--- config.mk ---
export PLATFORM = sky130hd
export DESIGN_NAME = weighted_fair_class_scheduler
export DESIGN_NICKNAME = d
export VERILOG_FILES = /design/src/hw/rtl/wfcs_pkg.sv /design/src/hw/rtl/weighted_fair_class_scheduler.sv /design/src/hw/rtl/wfcs_divider.sv
export SDC_FILE = /design/constraint.sdc
export NUM_CORES = 2
export LEC_CHECK = 0
export ABC_AREA = 1
export BUFFER_PORTS_ARGS = -buffer_cell sky130_fd_sc_hd__buf_2
export CAP_MARGIN = 20
export CORE_MARGIN = 4
export CORE_UTILIZATION = 50
export CTS_BUF_LIST = sky130_fd_sc_hd__clkbuf_2 sky130_fd_sc_hd__clkbuf_4 sky130_fd_sc_hd__clkbuf_8
export DETAILED_ROUTE_END_ITERATION = 8
export MAX_ROUTING_LAYER = met4
export PLACE_DENSITY = 0.66
export SYNTH_ARGS = -nofsm -noshare
export SYNTH_HDL_FRONTEND = slang
export SYNTH_SLANG_ARGS = --single-unit
export TNS_END_PERCENT = 20
--- constraint.sdc ---
create_clock -name i_clk -period 15.7 [get_ports i_clk]
set_input_delay 1.57 -clock i_clk [delete_from_list [all_inputs] [get_ports i_clk]]
set_output_delay 1.57 -clock i_clk [all_outputs]
set_load 0.01 [all_outputs]
--- src/hw/rtl/wfcs_pkg.sv ---
`timescale 1ns / 1ps
`default_nettype none
// ----------------------------------------------------------------------------
// wfcs_pkg: shared types and constants
// Payload structs, command and status codes of the class scheduler.
// ----------------------------------------------------------------------------
package wfcs_pkg;

    localparam int VT_W   = 48;
    localparam int WGT_W  = 16;
    localparam int AMT_W  = 32;
    localparam int DIV_W  = AMT_W + 24;
    localparam logic [WGT_W-1:0] WEIGHT_ONE = 16'd256;
    localparam logic [VT_W-1:0]  THRESH_RESET = 48'h0100_0000_0000;

    typedef enum logic [2:0] {
        MODE_ACTIVATE   = 3'd0,
        MODE_DEACTIVATE = 3'd1,
        MODE_SET_PRIO   = 3'd2,
        MODE_SELECT     = 3'd3,
        MODE_CHARGE     = 3'd4,
        MODE_ADMIT      = 3'd5,
        MODE_RETIRE     = 3'd6,
        MODE_REMOVE     = 3'd7
    } t_mode;

    typedef enum logic [2:0] {
        ST_OK         = 3'd0,
        ST_UNKNOWN    = 3'd1,
        ST_NOT_ACTIVE = 3'd2,
        ST_REFUSED    = 3'd3,
        ST_FULL       = 3'd4
    } t_status;

    typedef struct packed {
        logic [2:0]  mode;
        logic [3:0]  class_index;
        logic [15:0] head_priority;
        logic [31:0] amount;
        logic [15:0] weight;
    } t_in_item;

    typedef struct packed {
        logic [2:0]  status;
        logic        selected_valid;
        logic [3:0]  selected_class;
        logic        class_present;
        logic        class_accepting;
        logic        class_active;
        logic [15:0] class_weight;
    } t_out_item;

    // Divider control between sequencer and divide unit
    typedef struct packed {
        logic              start;
        logic [AMT_W-1:0]  amount;
        logic [WGT_W-1:0]  divisor;
    } t_div_req;

    typedef struct packed {
        logic              done;
        logic [DIV_W-1:0]  quotient;
    } t_div_rsp;

endpackage
`default_nettype wire

--- src/hw/rtl/weighted_fair_class_scheduler.sv ---
`timescale 1ns / 1ps
`default_nettype none
// ----------------------------------------------------------------------------
// weighted_fair_class_scheduler: virtual-time fair class scheduler
// Class table with weights, 32.16 virtual times and head priorities; one
// command per input transfer, one result transfer per command.
// ----------------------------------------------------------------------------
//  channel  | direction | handshake         | payload
//  input    | in        | i_in_valid/o_in_stall   | t_in_item
//  output   | out       | o_out_valid/i_out_stall | t_out_item
//  config   | in        | APB write/read    | renorm_threshold at 0x0 (48 bit)
//
// Select and the renormalise and idle-reset passes walk the table one class a
// cycle; charge runs the bit-serial divide. o_in_stall stays high until the
// result is loaded into the output register, and a command waits there while
// an earlier result is still stalled. Reset is synchronous and leaves only
// class 0 in the table, present and accepting.
// ----------------------------------------------------------------------------
module weighted_fair_class_scheduler import wfcs_pkg::*; #(
    parameter int NUM_CLASSES   = 16,
    parameter int PRIORITY_BITS = 16
) (
    input  wire logic        i_clk,
    input  wire logic        i_rst_n,
    input  wire logic        i_in_valid,
    output logic             o_in_stall,
    input  wire t_in_item    i_in_data,
    output logic             o_out_valid,
    input  wire logic        i_out_stall,
    output t_out_item        o_out_data,
    input  wire logic        psel,
    input  wire logic        penable,
    input  wire logic        pwrite,
    input  wire logic [3:0]  paddr,
    input  wire logic [63:0] pwdata,
    output logic [63:0]      prdata,
    output logic             pready
);

    localparam int IDX_W = (NUM_CLASSES > 1) ? $clog2(NUM_CLASSES) : 1;
    localparam int CNT_W = $clog2(NUM_CLASSES + 1);
    localparam logic [VT_W-1:0] VT_MAX = '1;

    typedef enum logic [6:0] {
        S_IDLE  = 7'b0000001,
        S_EXEC  = 7'b0000010,
        S_SCAN  = 7'b0000100,
        S_DIV   = 7'b0001000,
        S_RENRM = 7'b0010000,
        S_IDLRS = 7'b0100000,
        S_OUT   = 7'b1000000
    } t_state;

    // Class table
    logic [NUM_CLASSES-1:0]   r_present, r_accepting, r_active;
    logic [WGT_W-1:0]         r_weight [NUM_CLASSES];
    logic [VT_W-1:0]          r_vtime  [NUM_CLASSES];
    logic [PRIORITY_BITS-1:0] r_prio   [NUM_CLASSES];
    logic [VT_W-1:0]          r_sysvt;
    logic [VT_W-1:0]          r_thresh;

    t_state          r_state;
    t_in_item        r_cmd;
    logic [IDX_W-1:0] r_cidx;
    logic            r_intab;
    logic [CNT_W-1:0] r_cnt;
    logic            r_found;
    logic [IDX_W-1:0] r_best;
    logic [VT_W-1:0] r_bvt;
    logic [PRIORITY_BITS-1:0] r_bpr;
    logic            r_idle_chk;
    logic [2:0]      r_status;
    logic            r_selv;
    logic [3:0]      r_selc;
    t_out_item       r_out;
    logic            r_ovalid;

    t_div_req w_dreq;
    t_div_rsp w_drsp;

    wire logic w_in_acc = i_in_valid && !o_in_stall;
    wire logic [IDX_W-1:0] w_scan = r_cnt[IDX_W-1:0];
    wire logic w_known = r_intab && r_present[r_cidx];
    wire logic [PRIORITY_BITS-1:0] w_prio = PRIORITY_BITS'(r_cmd.head_priority);
    wire logic w_cfg_wr = psel && penable && pwrite;

    logic [NUM_CLASSES-1:0] w_others;
    always_comb begin
        w_others = r_active;
        w_others[r_cidx] = 1'b0;
    end

    logic [VT_W:0] w_sum;
    assign w_sum = {1'b0, r_vtime[r_cidx]} + {1'b0, w_drsp.quotient[VT_W-1:0]};
    wire logic w_qbig = |w_drsp.quotient[DIV_W-1:VT_W];

    wfcs_divider u_div (
        .i_clk  (i_clk),
        .i_rst_n(i_rst_n),
        .i_req  (w_dreq),
        .o_rsp  (w_drsp)
    );

    assign w_dreq.start   = (r_state == S_EXEC) && w_known &&
                            (t_mode'(r_cmd.mode) == MODE_CHARGE);
    assign w_dreq.amount  = r_cmd.amount;
    assign w_dreq.divisor = r_cmd.weight;

    // Configuration register
    assign pready = 1'b1;
    always_comb begin
        prdata = '0;
        if (paddr == 4'd0) prdata = {16'd0, r_thresh};
    end
    always_ff @(posedge i_clk) begin
        if (!i_rst_n) begin
            r_thresh <= THRESH_RESET;
        end else if (w_cfg_wr && paddr == 4'd0) begin
            r_thresh <= pwdata[VT_W-1:0];
        end
    end

    // Sequencer and table update
    always_ff @(posedge i_clk) begin
        if (!i_rst_n) begin
            r_state     <= S_IDLE;
            r_present   <= NUM_CLASSES'(1);
            r_accepting <= NUM_CLASSES'(1);
            r_active    <= '0;
            r_sysvt     <= '0;
            r_ovalid    <= 1'b0;
            for (int i = 0; i < NUM_CLASSES; i++) begin
                r_weight[i] <= WEIGHT_ONE;
                r_vtime[i]  <= '0;
                r_prio[i]   <= '0;
            end
        end else begin
            unique case (r_state)
                S_IDLE: begin
                    if (w_in_acc) begin
                        r_cmd    <= i_in_data;
                        r_cidx   <= IDX_W'(i_in_data.class_index);
                        r_intab  <= 32'(i_in_data.class_index) < NUM_CLASSES;
                        r_status <= ST_OK;
                        r_selv   <= 1'b0;
                        r_selc   <= '0;
                        r_state  <= S_EXEC;
                    end
                end
                S_EXEC: begin
                    r_cnt   <= '0;
                    r_found <= 1'b0;
                    r_state <= S_OUT;
                    priority if (t_mode'(r_cmd.mode) == MODE_SELECT) begin
                        r_state <= S_SCAN;
                    end else if (t_mode'(r_cmd.mode) == MODE_ADMIT) begin
                        if (!r_intab) begin
                            r_status <= ST_FULL;
                        end else begin
                            if (!r_present[r_cidx]) begin
                                r_present[r_cidx] <= 1'b1;
                                r_active[r_cidx]  <= 1'b0;
                                r_vtime[r_cidx]   <= r_sysvt;
                                r_prio[r_cidx]    <= '0;
                            end
                            r_accepting[r_cidx] <= 1'b1;
                            r_weight[r_cidx] <= (r_cidx == '0) ? WEIGHT_ONE : r_cmd.weight;
                        end
                    end else if (!w_known) begin
                        r_status <= ST_UNKNOWN;
                    end else begin
                        unique case (t_mode'(r_cmd.mode))
                            MODE_ACTIVATE: begin
                                if (!r_active[r_cidx]) begin
                                    if (|w_others && r_vtime[r_cidx] < r_sysvt)
                                        r_vtime[r_cidx] <= r_sysvt;
                                    r_active[r_cidx] <= 1'b1;
                                end
                                r_prio[r_cidx] <= w_prio;
                            end
                            MODE_DEACTIVATE: begin
                                r_active[r_cidx] <= 1'b0;
                                if (!(|w_others)) r_state <= S_IDLRS;
                            end
                            MODE_SET_PRIO: begin
                                if (r_active[r_cidx]) r_prio[r_cidx] <= w_prio;
                                else r_status <= ST_NOT_ACTIVE;
                            end
                            MODE_CHARGE: r_state <= S_DIV;
                            MODE_RETIRE: begin
                                if (r_cidx != '0) r_accepting[r_cidx] <= 1'b0;
                            end
                            default: begin
                                if (r_cidx == '0 || r_accepting[r_cidx] ||
                                    r_active[r_cidx]) begin
                                    r_status <= ST_REFUSED;
                                end else begin
                                    r_present[r_cidx]   <= 1'b0;
                                    r_accepting[r_cidx] <= 1'b0;
                                    r_active[r_cidx]    <= 1'b0;
                                    r_weight[r_cidx]    <= WEIGHT_ONE;
                                    r_vtime[r_cidx]     <= '0;
                                    r_prio[r_cidx]      <= '0;
                                end
                            end
                        endcase
                    end
                end
                S_SCAN: begin
                    // Compare one class against the running best
                    if (r_active[w_scan] && (!r_found || r_vtime[w_scan] < r_bvt ||
                        (r_vtime[w_scan] == r_bvt && r_prio[w_scan] < r_bpr))) begin
                        r_found <= 1'b1;
                        r_best  <= w_scan;
                        r_bvt   <= r_vtime[w_scan];
                        r_bpr   <= r_prio[w_scan];
                    end
                    r_cnt <= r_cnt + CNT_W'(1);
                    if (r_cnt == CNT_W'(NUM_CLASSES - 1)) begin
                        r_cnt <= '0;
                        r_idle_chk <= 1'b0;
                        r_state <= S_OUT;
                    end
                    if (r_cnt == CNT_W'(NUM_CLASSES)) begin
                        r_cnt <= '0;
                    end
                end
                S_DIV: begin
                    if (w_drsp.done) begin
                        r_vtime[r_cidx] <= (w_sum[VT_W] || w_qbig) ? VT_MAX
                                                                  : w_sum[VT_W-1:0];
                        r_idle_chk <= 1'b1;
                        r_cnt <= '0;
                        r_state <= (r_sysvt > r_thresh) ? S_RENRM
                                 : (|r_active) ? S_OUT : S_IDLRS;
                    end
                end
                S_RENRM: begin
                    // Shift one active class down by the system time; clear an inactive one
                    if (r_active[w_scan])
                        r_vtime[w_scan] <= (r_vtime[w_scan] > r_sysvt) ?
                                           r_vtime[w_scan] - r_sysvt : '0;
                    else
                        r_vtime[w_scan] <= '0;
                    r_cnt <= r_cnt + CNT_W'(1);
                    if (r_cnt == CNT_W'(NUM_CLASSES - 1)) begin
                        r_cnt   <= '0;
                        r_sysvt <= '0;
                        r_state <= (r_idle_chk && !(|r_active)) ? S_IDLRS : S_OUT;
                    end
                end
                S_IDLRS: begin
                    // Clear one class time
                    r_vtime[w_scan] <= '0;
                    r_sysvt <= '0;
                    r_cnt <= r_cnt + CNT_W'(1);
                    if (r_cnt == CNT_W'(NUM_CLASSES - 1)) begin
                        r_cnt   <= '0;
                        r_state <= S_OUT;
                    end
                end
                S_OUT: begin
                    // Select hit sets system time and may renormalise; then load result
                    if (t_mode'(r_cmd.mode) == MODE_SELECT && r_found) begin
                        r_found <= 1'b0;
                        r_selv  <= 1'b1;
                        r_selc  <= 4'(r_best);
                        r_sysvt <= r_bvt;
                        r_cnt   <= '0;
                        if (r_bvt > r_thresh) r_state <= S_RENRM;
                    end else if (!r_ovalid || !i_out_stall) begin
                        r_out.status          <= r_status;
                        r_out.selected_valid  <= r_selv;
                        r_out.selected_class  <= r_selc;
                        r_out.class_present   <= r_intab && r_present[r_cidx];
                        r_out.class_accepting <= r_intab && r_accepting[r_cidx];
                        r_out.class_active    <= r_intab && r_active[r_cidx];
                        r_out.class_weight    <= r_intab ? r_weight[r_cidx] : '0;
                        r_ovalid <= 1'b1;
                        r_state  <= S_IDLE;
                    end
                end
                default: r_state <= S_IDLE;
            endcase
            // Drop the result once transferred
            if (r_ovalid && !i_out_stall && !(r_state == S_OUT &&
                !(t_mode'(r_cmd.mode) == MODE_SELECT && r_found)))
                r_ovalid <= 1'b0;
        end
    end

    assign o_in_stall  = (r_state != S_IDLE);
    assign o_out_valid = r_ovalid;
    assign o_out_data  = r_out;

endmodule
`default_nettype wire

--- src/hw/rtl/wfcs_divider.sv ---
`timescale 1ns / 1ps
`default_nettype none
// ----------------------------------------------------------------------------
// wfcs_divider: restoring divider
// Computes floor((amount << 24) / divisor), one quotient bit per cycle; a zero divisor counts as one.
// ----------------------------------------------------------------------------
module wfcs_divider import wfcs_pkg::*; (
    input  wire logic     i_clk,
    input  wire logic     i_rst_n,
    input  wire t_div_req i_req,
    output t_div_rsp      o_rsp
);

    localparam int CNT_W = $clog2(DIV_W + 1);

    logic [DIV_W-1:0] r_quo, n_quo;
    logic [WGT_W:0]   r_rem, n_rem;
    logic [WGT_W-1:0] r_dvs, n_dvs;
    logic [CNT_W-1:0] r_cnt, n_cnt;
    logic             r_busy, n_busy;
    logic             r_done, n_done;
    logic [WGT_W:0]   w_trial;

    // Load a new division on start; otherwise shift in the next dividend bit and try a subtract
    always_comb begin
        n_quo   = r_quo;
        n_rem   = r_rem;
        n_dvs   = r_dvs;
        n_cnt   = r_cnt;
        n_busy  = r_busy;
        n_done  = 1'b0;
        w_trial = {r_rem[WGT_W-1:0], r_quo[DIV_W-1]};
        if (i_req.start) begin
            n_quo  = {i_req.amount, 24'd0};
            n_rem  = '0;
            n_dvs  = (i_req.divisor == '0) ? WGT_W'(1) : i_req.divisor;
            n_cnt  = CNT_W'(DIV_W);
            n_busy = 1'b1;
        end else if (r_busy) begin
            if (w_trial >= {1'b0, r_dvs}) begin
                n_rem = w_trial - {1'b0, r_dvs};
                n_quo = {r_quo[DIV_W-2:0], 1'b1};
            end else begin
                n_rem = w_trial;
                n_quo = {r_quo[DIV_W-2:0], 1'b0};
            end
            n_cnt = r_cnt - CNT_W'(1);
            if (r_cnt == CNT_W'(1)) begin
                n_busy = 1'b0;
                n_done = 1'b1;
            end
        end
    end

    always_ff @(posedge i_clk) begin
        if (!i_rst_n) begin
            r_busy <= 1'b0;
            r_done <= 1'b0;
            r_cnt  <= '0;
        end else begin
            r_busy <= n_busy;
            r_done <= n_done;
            r_cnt  <= n_cnt;
        end
        r_quo <= n_quo;
        r_rem <= n_rem;
        r_dvs <= n_dvs;
    end

    assign o_rsp.done     = r_done;
    assign o_rsp.quotient = r_quo;

endmodule
`default_nettype wire

### Word level (Yosys, flattened, before mapping)

Memory sizes are Yosys's and may differ from the RTL's. A register that Yosys moved wholly into a read port is not among the register bits.
Cells that the tools add are included.
W data, S select, Z words.

* add/subtract/negate cells: 5
* magnitude comparators: 10
* eq/ne operators: 41
* muxes and demuxes: 167
* bitwise operators: 20
* reductions and logical operators: 71

Operators by type and width (count)
* $mux W48: 12
* $mux W16: 22
* $gt A48 B48 Y1: 3
* $pmux W48 S3: 1
* $mux W56: 2
* $mux W7: 14
* $lt A48 B48 Y1: 2
* $reduce_or A48 Y1: 2
* $mux W1: 79
* $reduce_or A16 Y1: 4
* $add A48 B48 Y49: 1
* $and A16 B16 Y16: 3
* $eq A48 B48 Y1: 1
* $or A16 B16 Y16: 3
* $pmux W16 S3: 1
* $sub A48 B48 Y48: 1
* $pmux W7 S6: 1
* $mux W4: 9
* $pmux W16 S2: 1
* $pmux W5 S5: 1
* $mux W5: 4
* $reduce_and A4 Y1: 5
* $mux W3: 6
* $ne A2 B2 Y1 const B: 9
* other kinds (58): 127

* register bits after elaboration: 413
* bits in writable memories: 1280
* bits of input ports: 146
* output and inout port bits: 94
* word-level logic and storage cells: 352
* memories kept: 3

Memories
* r_vtime: words 16, bits a word 48, rd ports 2, clocked after memory_dff 2, write ports 16, line weighted_fair_class_scheduler.sv:57 `logic [VT_W-1:0] r_vtime [NUM_CLASSES];`
* r_prio: words 16, bits a word 16, rd ports 1, clocked after memory_dff 1, write ports 16, line weighted_fair_class_scheduler.sv:58 `logic [PRIORITY_BITS-1:0] r_prio [NUM_CLASSES];`
* r_weight: words 16, bits a word 16, rd ports 1, clocked after memory_dff 1, write ports 16, line weighted_fair_class_scheduler.sv:56 `logic [WGT_W-1:0] r_weight [NUM_CLASSES];`

### Depth between registers and ports, before layout

* depth in word-level cells: 23
* mapped depth: 31
* mapped depth without buffers: 26

### Hierarchy

From an unflattened synthesis, not the netlist that was laid out.

* cells, all modules: 10826
* area total of the unflattened synthesis: 95330.2 µm²

By module, submodules not included
* weighted_fair_class_scheduler: times used 1, cells each 10256, area an instance 90381.7 µm², seq. area each 47015.1 µm²
* wfcs_divider: times used 1, cells each 570, area an instance 4948.5 µm², seq. area each 2402.3 µm²

### Worst setup path before layout

Ideal clock, no wire load.

* kind: register to register
* start point: register (tool-made name)
* end point: register r_best[0], enable pin
* setup time: 578 ps
* data arrival time: 8188 ps
* required time: 15122 ps
* path slack: 6935 ps
* cell stages (with the launch flop): 21
* path buffers: 6
* period minus slack after synthesis: 8765 ps
* cells stage by stage: dfxtp_1 -> clkbuf_1 -> clkbuf_1 -> clkbuf_1 -> clkbuf_1 -> clkbuf_1 -> buf_1 -> a21oi_1 -> o221ai_1 -> nand2_1 -> ha_1 -> nand2_1 -> nor2_1 -> nand4_1 -> nor4_1 -> nand3b_1 -> nor2_1 -> nand2_1 -> nand2_1 -> nand2_1 -> nor3_1

RTL lines
* end signal, assigned: line weighted_fair_class_scheduler.sv:214 `r_best <= w_scan;`
* end, declared: line weighted_fair_class_scheduler.sv:68 `logic [IDX_W-1:0] r_best;`

==> reports/qor.txt <==
========================================================================================================
Result of the run ......................................................................... complete, no violations
Clock latency at the later pin of the worst-skew pair .....................................      1.08 ns
Power per cell area ....................................................................... 110.9 nW/um^2
Starting density of the core ..............................................................       50.35%
Detail Route Antenna Nets .................................................................            0
Post-route non-filler standard cell count .................................................       13,232
Global-route congestion overflow total ....................................................            0
Number of global-route vias before repair .................................................       75,077
Area grow syn2layout ......................................................................       9.190%
Nets ......................................................................................       11,001
Data arrival time of the critical path ....................................................      9.59 ns
Required time worst endpoint ..............................................................     16.18 ns
Clock root buffer ......................................................................... sky130_fd_sc_hd__clkbuf_8
Kind of capture point of the worst setup path .............................................    flip-flop
All-layer global routing usage ............................................................       33.75%
Post-CTS clock slew at the launch and capture registers of the worst setup and hold paths .      0.06 ns
Largest net degree at the start of global routing .........................................          219
Met2 Wirelength ...........................................................................   147,600 um
Maximum level of the CTS H-tree ...........................................................            5
Post-CTS setup-driven buffer insertion count ..............................................            0
Count of hold-fix buffers inserted at cts .................................................            0
Area of the core .......................................................................... 185,800 sq um
Transition at the pin with the smallest max-transition slack ..............................     1.220 ns
Final Cycle Share .........................................................................       58.01%
Unique cell type count in the Yosys netlist ...............................................           72
Area share of the largest cell type after synthesis .......................................       48.36%
Crit-path max FO ..........................................................................           93
Crit Path Category ........................................................................   reg -> reg
WL met1 ...................................................................................   126,200 um
Area contributors post-synth .............................................................. sky130_fd_sc_hd__edfxtp_1 (48%), sky130_fd_sc_hd__o21ai_0 (6.9%), sky130_fd_sc_hd__nor2_1 (6.2%)
Count of placed standard cells including taps .............................................       12,685
Top cell type by total area after synthesis ............................................... sky130_fd_sc_hd__edfxtp_1
TritonCTS Buffers .........................................................................          312
Max-slew violation total from the final report ............................................            0
Number of ports placed on the die boundary ................................................          240
Clock tree skew after final layout ........................................................   0.08189 ns
Number of synthesized flops with an enable pin ............................................        1,507
Classification of the worst-slack hold path ...............................................   reg -> reg
Final Hold Vio Count ......................................................................            0
HPWL after detailed placement .............................................................   202,200 um
Syn Area/Cell .............................................................................  8.847 sq um
Async S/R FF share, synth .................................................................           0%
Number of rows created at floorplan .......................................................          158
Seq/Total Area, Yosys .....................................................................       52.81%
Sinks on Clock Net ........................................................................        1,715
DRC violation count after routing .........................................................            0
Drt total wl ..............................................................................   328,600 um
Layout cell share with drive strength beyond 1 ............................................       9.157%
Vias per Instance .........................................................................        6.033
Crit start category .......................................................................    flip-flop
Total via count in the routed design ......................................................       79,831
First-pass DRT Iterations .................................................................            8
Antenna violations before repair ..........................................................            9
Horizontal die dimension ..................................................................     440.6 um
Tmin final ................................................................................     9.107 ns
Height of the chip ........................................................................     440.6 um
Max-cap violation count ...................................................................            0
Most frequent cells in the layout ......................................................... sky130_fd_sc_hd__nor2_1 (1,550), sky130_fd_sc_hd__edfxtp_1 (1,507), sky130_fd_sc_hd__o21ai_0 (1,261), sky130_fd_sc_hd__nand2_1 (1,255), sky130_fd_sc_hd__inv_1 (1,231)
Number of gates given a new drive strength after cts ......................................            0
Netlist area before placement ............................................................. 93,570 sq um
Worst slew slack as a fraction of its limit ...............................................       18.67%
Leak ......................................................................................     39.74 nW
Synthesized netlist cell count ............................................................       10,577
Max IR drop VDD ........................................................................... 0.00008264 V
Top layer in use ..........................................................................         met4
Final routed wire length divided by cell count ............................................     24.84 um
Post-Place Worst Slack ....................................................................     7.014 ns
TritonCTS clock tree ......................................................................        built
Setup Viol. Count Final ...................................................................            0
Routability-driven placement congestion ratio .............................................       0.9615
Area of the die ........................................................................... 194,100 sq um
Final-layout setup total negative slack ...................................................         0 ns
Synth warn ................................................................................            0
Max Clock Freq ............................................................................    109.8 MHz
DRC marker count from the first detailed-route iteration ..................................       10,397
Most instantiated flip-flop cell in the synthesis netlist ................................. sky130_fd_sc_hd__edfxtp_1
WL met3 ...................................................................................    31,950 um
Wire length of the first global-routing pass ..............................................   475,800 um
Most common library cell in the layout ignoring fill and taps ............................. sky130_fd_sc_hd__nor2_1
Final worst setup slack ...................................................................     6.593 ns
Port bufs .................................................................................          205
Seq cells post-synth ......................................................................        1,715
Maximum clock insertion buffer count ......................................................            4
Setup repair after global routing missed its margin .......................................        false
========================================================================================================
==> sequential cells by signal, summed over array words and instances (netlist names), 2 cells and up, named ones only <==
signal and cells:
u_div.r_cnt 6, r_cmd 51, r_bpr 16, o_out_data 26, r_state 7, w_prio 16
r_sysvt 48, u_div.r_rem 16, r_thresh 48, r_prio 256, r_selc 4, u_div.r_quo 56
r_weight 256, u_div.r_dvs 16, r_cidx 4, r_best 4, r_status 2, r_vtime 768
r_bvt 48, r_cnt 5
==> critical path: stages (launching register included) <==
cell                       delay, ns
sky130_fd_sc_hd__dfxtp_4        0.71
sky130_fd_sc_hd__buf_4          0.82
sky130_fd_sc_hd__buf_4          0.88
sky130_fd_sc_hd__buf_4          0.70
sky130_fd_sc_hd__a21oi_1        0.15
sky130_fd_sc_hd__o221ai_1       0.26
sky130_fd_sc_hd__nand2_1        0.40
sky130_fd_sc_hd__ha_1           0.45
sky130_fd_sc_hd__nand2_1        0.07
sky130_fd_sc_hd__nor2_1         0.15
sky130_fd_sc_hd__nand4_1        0.20
sky130_fd_sc_hd__nor4_1         0.78
sky130_fd_sc_hd__nor3b_1        0.27
sky130_fd_sc_hd__nand2_1        0.22
sky130_fd_sc_hd__nand2_1        0.22
sky130_fd_sc_hd__nand2_4        0.25
sky130_fd_sc_hd__nand3_4        0.12
sky130_fd_sc_hd__buf_4          0.79
sky130_fd_sc_hd__nand2_4        0.88
==> worst paths after layout <==
check	slack (ns)	cells past startpoint	to	start
max	6.59	18	r_vtime[5][3]$_SDFFCE_PN0P_	flip-flop
min	0.43	0	o_out_data[21]$_DFFE_PP_	r_selc[2]$_SDFFCE_PN0P_
max reg2reg	6.59	18	r_vtime[5][3]$_SDFFCE_PN0P_	flip-flop
min reg2reg	0.43	0	o_out_data[21]$_DFFE_PP_	r_selc[2]$_SDFFCE_PN0P_
==> per-layer routing <==
metal | track usage, % | up-vias
met5 | - | -
met4 | 20.79 | 0
met3 | 4.886 | 1023
met2 | 51.25 | 4579
met1 | 42.85 | 37923
li1 | - | 36306
==> synthesized netlist by cell type, types with 78 or more instances <==
cell,number
sky130_fd_sc_hd__nor2_1,1555
sky130_fd_sc_hd__edfxtp_1,1507
sky130_fd_sc_hd__o21ai_0,1284
sky130_fd_sc_hd__nand2_1,1272
sky130_fd_sc_hd__inv_1,1240
sky130_fd_sc_hd__a21oi_1,998
sky130_fd_sc_hd__clkbuf_1,513
sky130_fd_sc_hd__ha_1,325
sky130_fd_sc_hd__nand3_1,298
sky130_fd_sc_hd__dfxtp_1,208
sky130_fd_sc_hd__o211ai_1,167
sky130_fd_sc_hd__a22oi_1,151
sky130_fd_sc_hd__buf_2,130
sky130_fd_sc_hd__o221ai_1,127
sky130_fd_sc_hd__mux2i_1,78
==> stage by stage <==
| step | power [mW] | hold slack (ns) | util, % | area (sq um) |
|---|---|---|---|---|
| finish | 11.33 | 0.4328 | 54.98 | 102200 |
| detailed placement | 7.228 | 0.4109 | 51.80 | 96250 |
| CTS | 11.30 | 0.4249 | 54.93 | 102100 |
| global route | 11.73 | 0.4387 | 54.98 | 102200 |
| global placement | 7.197 | 0.4151 | 51.75 | 96170 |
| floorplan | 6.493 | 0.4003 | - | 93690 |
==> cells by family (layout without fill, tap and decap cells) <==
group                      after synthesis  after routing  synth area share [%]
and+or+nand+nor                       3354           3354                 14.56
AOI/OAI and AO/OA                     3013           3013                 18.20
buffers and inverters                 2004           2141                 8.392
DFF                                   1715           1715                 52.81
adders and majority gates              328            328                 4.410
xor gates and xnor gates                82             82                0.7675
muxes                                   79             79                0.8464
other                                    2             40              0.008026
==> power by group <==
part	switching (mW)	total, mW	internal, mW
clock	1.91	4.12	2.21
sequential	0.0954	5.20	5.10
combinational	1.46	2.01	0.549
total	3.47	11.3	7.86
==> layout make-up <==
cell class              instances  area, sq um
multi-input cells            6890        36780
flip-flops and latches       1715        49440
clock buffers                 430         5274
well taps                    2480         3103
repair buffers                345         2250
clock inverters               103        548.0
fillers                     16638        83660
diodes                          6        15.01
inverters                    1263         4756
Power figures use the tool's default switching activity.
